### src/design/doiq_pkg.sv
// ----------------------------------------------------------------------------
// doiq_pkg
// Shared types and codes for the drop-oldest IQ block queue.
// ----------------------------------------------------------------------------
package doiq_pkg;

   localparam int REQ_W = 136;
   localparam int RSP_W = 144;

   localparam logic [29:0] NS_PER_S = 30'd1000000000;

   typedef enum logic [2:0] {
      OP_START = 3'd0,
      OP_STOP  = 3'd1,
      OP_FAIL  = 3'd2,
      OP_RESET = 3'd3,
      OP_PUSH  = 3'd4,
      OP_READ  = 3'd5
   } op_type;

   localparam logic [3:0] ST_SAMPLES  = 4'd0;
   localparam logic [3:0] ST_TIMEOUT  = 4'd1;
   localparam logic [3:0] ST_STOPPED  = 4'd2;
   localparam logic [3:0] ST_ERROR    = 4'd3;
   localparam logic [3:0] ST_ACCEPTED = 4'd4;
   localparam logic [3:0] ST_DROPPED  = 4'd5;
   localparam logic [3:0] ST_REFUSED  = 4'd6;
   localparam logic [3:0] ST_INVALID  = 4'd7;
   localparam logic [3:0] ST_OVERFLOW = 4'd8;

   typedef enum logic [2:0] {
      S_IDLE,
      S_MUL,
      S_DIV,
      S_CHK,
      S_ADDR,
      S_EMIT
   } state_type;

   typedef struct packed {
      logic acc;
      logic mul;
      logic div;
      logic chk;
      logic addr;
      logic emit;
   } cmd_type;

   typedef struct packed {
      logic out_free;
      logic rd_slow;
      logic off_zero;
      logic div_done;
      logic ovf;
      logic last_smp;
   } sts_type;

   typedef struct packed {
      logic [3:0]         status;
      logic signed [15:0] out_i;
      logic signed [15:0] out_q;
      logic               out_valid;
      logic signed [63:0] first_time_ns;
      logic               time_valid;
      logic [6:0]         delivered;
      logic               last;
      logic               is_running;
      logic [3:0]         queued;
      logic [31:0]        drop_total;
   } rsp_type;

endpackage

### src/design/doiq_ctrl.sv
// ----------------------------------------------------------------------------
// doiq_ctrl
// Sequencer: accepts transactions and steps a read through divide and emit.
// ----------------------------------------------------------------------------
module doiq_ctrl (
   input  logic              clock,
   input  logic              reset,
   input  logic              req_tvalid,
   output logic              req_tready,
   input  doiq_pkg::sts_type sts,
   output doiq_pkg::cmd_type cmd
);
   import doiq_pkg::*;

   state_type state_ff, state_in;

   always_ff @(posedge clock) begin
      if (reset) begin
         state_ff <= S_IDLE;
      end else begin
         state_ff <= state_in;
      end
   end

   // next state
   always_comb begin
      state_in = state_ff;
      case (state_ff)
         S_IDLE: begin
            if (req_tvalid && sts.out_free && sts.rd_slow) begin
               state_in = sts.off_zero ? S_CHK : S_MUL;
            end
         end
         S_MUL: state_in = S_DIV;
         S_DIV: begin
            if (sts.div_done) state_in = S_CHK;
         end
         S_CHK: begin
            if (sts.out_free) state_in = sts.ovf ? S_IDLE : S_ADDR;
         end
         S_ADDR: state_in = S_EMIT;
         S_EMIT: begin
            if (sts.out_free) state_in = sts.last_smp ? S_IDLE : S_ADDR;
         end
         default: state_in = S_IDLE;
      endcase
   end

   // outputs
   always_comb begin
      cmd        = '0;
      req_tready = 1'b0;
      case (state_ff)
         S_IDLE: begin
            req_tready = sts.out_free;
            cmd.acc    = req_tvalid && sts.out_free;
         end
         S_MUL:  cmd.mul  = 1'b1;
         S_DIV:  cmd.div  = !sts.div_done;
         S_CHK:  cmd.chk  = sts.out_free;
         S_ADDR: cmd.addr = 1'b1;
         S_EMIT: cmd.emit = sts.out_free;
         default: cmd = '0;
      endcase
   end

endmodule

### config.mk
export PLATFORM = sky130hd
export DESIGN_NAME = doiq_ctrl
export DESIGN_NICKNAME = d
export VERILOG_FILES = /design/src/design/doiq_pkg.sv /design/src/design/doiq_ctrl.sv
export SDC_FILE = /design/constraint.sdc
export NUM_CORES = 1
export LEC_CHECK = 0
export ABC_AREA = 1
export ABC_CLOCK_PERIOD_IN_PS = 1300
export BUFFER_PORTS_ARGS = -buffer_cell sky130_fd_sc_hd__clkbuf_2
export CAP_MARGIN = 20
export CORE_AREA = 2 2 39 41
export CTS_CLUSTER_SIZE = 10
export DETAILED_ROUTE_END_ITERATION = 8
export DIE_AREA = 0 0 41 43
export SLEW_MARGIN = 5
export SYNTH_ARGS = -nofsm -noshare
export SYNTH_HDL_FRONTEND = slang
export SYNTH_SLANG_ARGS = --single-unit
### constraint.sdc
create_clock -name clock -period 1.3 [get_ports clock]
set_input_delay 0.325 -clock clock [delete_from_list [all_inputs] [get_ports clock]]
set_output_delay 0.325 -clock clock [all_outputs]
set_load 0.1 [all_outputs]
==> flow_summary.ini <==
[floorplanning]
rows = 14
die_h_um = 43
start_util_pct = 22.9
die_area_um2 = 1760
core_area_um2 = 1380
num_io_pins = 16
die_w_um = 41

[cells_and_area]
drive_gt1_share_pct = 64.1
multiInputGateArea_um2 = 298
nets = 102
top_register = state_ff
syn2layout_area_growth_pct = 144
largest_reg_flops = 3
seq_area_um2 = 71.3
diodes = 0
fillCellCount = 111
fin_area_um2 = 773
reg_top3 = state_ff (3)

[timing]
fin_skew_ps = 6.13
rsz0062_at_grt = true
fin_crit_sh_pct = 114
tightest_slew_ps = 205
setup_viol = 10
fin_ws_ps = -180
fin_crit_ps = 1480
relSlewSlack_pct = 86.3
hold_violations = 0
holdWs_ps = 356
slew_viol_final = 0
max_freq_mhz = 676

[placed_design]
dp_hpwl_um = 710
io_buffers = 15
gp_congestion = 0.815
postPlaceCellArea_um2 = 639

[drt]
routed_via_density = 4.44
ant_nets = 0
first_iter_violations = 4
drc = 0
routed_wl_um = 1120
wl_per_cell_um = 10.3
num_vias = 479
dr.pass1.iters = 4

[worst_setup_path]
crit_top_cell = nor2_4
start_kind = flop
cp_data_arrival_time_ps = 1150
crit_path_end_kind = primary output
worstPathCellList = nor2_4 -> inv_2 -> nor2_4 -> buf_12
required_ps = 980
cp-startpoint = state_ff[1]$_SDFFE_PP0P_
path_max_fanout = 5
cp-endpoint = cmd[1]
critPathMaxStageDelay_ps = 370
cp_slowest_cell = dfxtp_4
reg2reg_to = state_ff[2]$_SDFFE_PP0P_
reg2reg_from = state_ff[0]$_SDFFE_PP0P_
r2r_slack_ps = -10
path_class = flop to primary output
reg2reg_depth = 10

[synthesis]
synthCells = 59
synth.distinct_cells = 14
synth.avg_cell_area_um2 = 5.37
synth_area_um2 = 317
ys.flop_type = dfxtp_1
yosysTopAreaCellShare_pct = 19.0
synth-edff-count = 0
synthTopCellsByCount = nand2_1 (16), nor2_1 (15), inv_1 (6)
ys_seq_area_share_pct = 19.0
yosysTopAreaCell = dfxtp_1
synth.most_common_cell = nand2_1
yosys_warnings = 0
syn_nets = 68
yosys-top-cells-area = dfxtp_1 (19%), nand2_1 (19%), nor2_1 (18%), inv_1 (7.1%), nand3_2 (6.3%)
ys_ff_latch = 3
async_reset_ff_share_pct = 0

[status]
status = complete, but fails checks
failed_checks = setup timing

[pwr]
ir_drop_mv = 1.61
switching_power_uw = 1250
intPower_uw = 1090
leakage_uw = 0.000378
p_seq_share_pct = 11.9
power_density_nw_per_um2 = 3020
combPwrFrac_pct = 81.0
swShare_pct = 53.5
clockPowerShare_pct = 7.1

[clock_tree]
htreeDepth = 1
clockBufferDepth = 2
cts_sinks = 3
insertion_delay_ps = 240
tritoncts = done
path_clk_slew_ps = 40
cts_buffers = 3
cts_root_buf = clkbuf_4

[global_route]
overflow = 0
grt_max_degree = 8
grt_pass1_vias = 402
grt_pass1_wl_um = 1520
antenna_found_initial = 0
grtUsageTotal_pct = 12.2

[min_path]
hp-class = input pin to flop

[run]
cap_violations = 0
-- stage by stage --
stage / cells / TNS, ps / power, µW / utilization, % / setup slack [ps]
2_1_floorplan: 59 / -866 / 1310 / - / -148
3_3_place_gp: 96 / -10.6 / 1750 / 46.2 / -10.6
3_5_place_dp: 96 / -55.0 / 1760 / 46.2 / -32.4
4_1_cts: 105 / -880 / 2110 / 52.2 / -160
5_1_grt: 108 / -1490 / 2470 / 55.9 / -220
6_report: 108 / -961 / 2330 / 55.9 / -180
-- power by group through the flow --
stage | Combinational, µW | Clock (µW) | Sequential [µW]
after floorplan | 1130 | 0 | 177
after CTS | 1670 | 168 | 277
after global routing | 2010 | 177 | 285
final | 1890 | 166 | 278
after global placement | 1520 | 0 | 234
after detailed placement | 1530 | 0 | 237
-- final cells by class --
class | count | area share [%]
Clock buffer | 4 | 3.40
Inverter | 9 | 5.83
Multi-Input combinational cell | 45 | 38.5
Sequential cell | 3 | 9.22
Timing Repair Buffer | 31 | 40.5
Tap cell | 16 | 2.59
-- how the worst min path moves through the flow --
stage	start	endpoint	slack, ps	cells after the start
global placement	reset	state_ff[0]$_SDFFE_PP0P_	600	4
detailed placement	reset	state_ff[2]$_SDFFE_PP0P_	600	4
CTS	reset	state_ff[2]$_SDFFE_PP0P_	340	4
global route	reset	state_ff[0]$_SDFFE_PP0P_	370	4
finish	reset	state_ff[0]$_SDFFE_PP0P_	360	4
floorplan	reset	state_ff[1]$_SDFFE_PP0P_	480	3
-- critical path, delay by kind of cell (launching register included) --
family	cells	cell delay, ps
buffers and inverters	2	250
flip-flops	1	370
AND/OR/NAND/NOR	2	300
-- per-layer routing --
layer | wire length, µm | up-vias | GRT usage, %
met5 | 0 | - | 0
met4 | 17 | 0 | 6.00
met3 | 36 | 2 | 0
met2 | 640 | 15 | 19.7
met1 | 423 | 215 | 16.0
li1 | - | 247 | -
-- cells by family after synthesis --
| group | Yosys count | share of synthesized area (%) |
|---|---|---|
| simple gates | 42 | 59.7 |
| flops | 3 | 19.0 |
| compound gates | 3 | 4.74 |
| buf+inv | 11 | 16.6 |
-- cells in the final DEF (no fill, tap or decap), types with 2 or more instances in the layout --
| cell | Yosys | final |
|---|---|---|
| nor2_1 | 15 | 8 |
| clkbuf_4 | 0 | 3 |
| nand2_1 | 16 | 14 |
| dfxtp_4 | 0 | 3 |
| buf_4 | 1 | 15 |
| nand4_1 | 2 | 2 |
| nand2_4 | 0 | 2 |
| clkbuf_2 | 0 | 8 |
| nand3_2 | 2 | 3 |
| nor2_4 | 0 | 8 |
| nor2_2 | 3 | 2 |
| inv_1 | 6 | 5 |
| buf_12 | 0 | 8 |
-- what timing repair did --
action	in CTS	in global routing
hold buffers	0	0
pin swaps	5	3
setup buffers	5	3
endpoints found under the setup margin	7	9
gates resized for setup	8	7
Power figures use the tool's default switching activity.
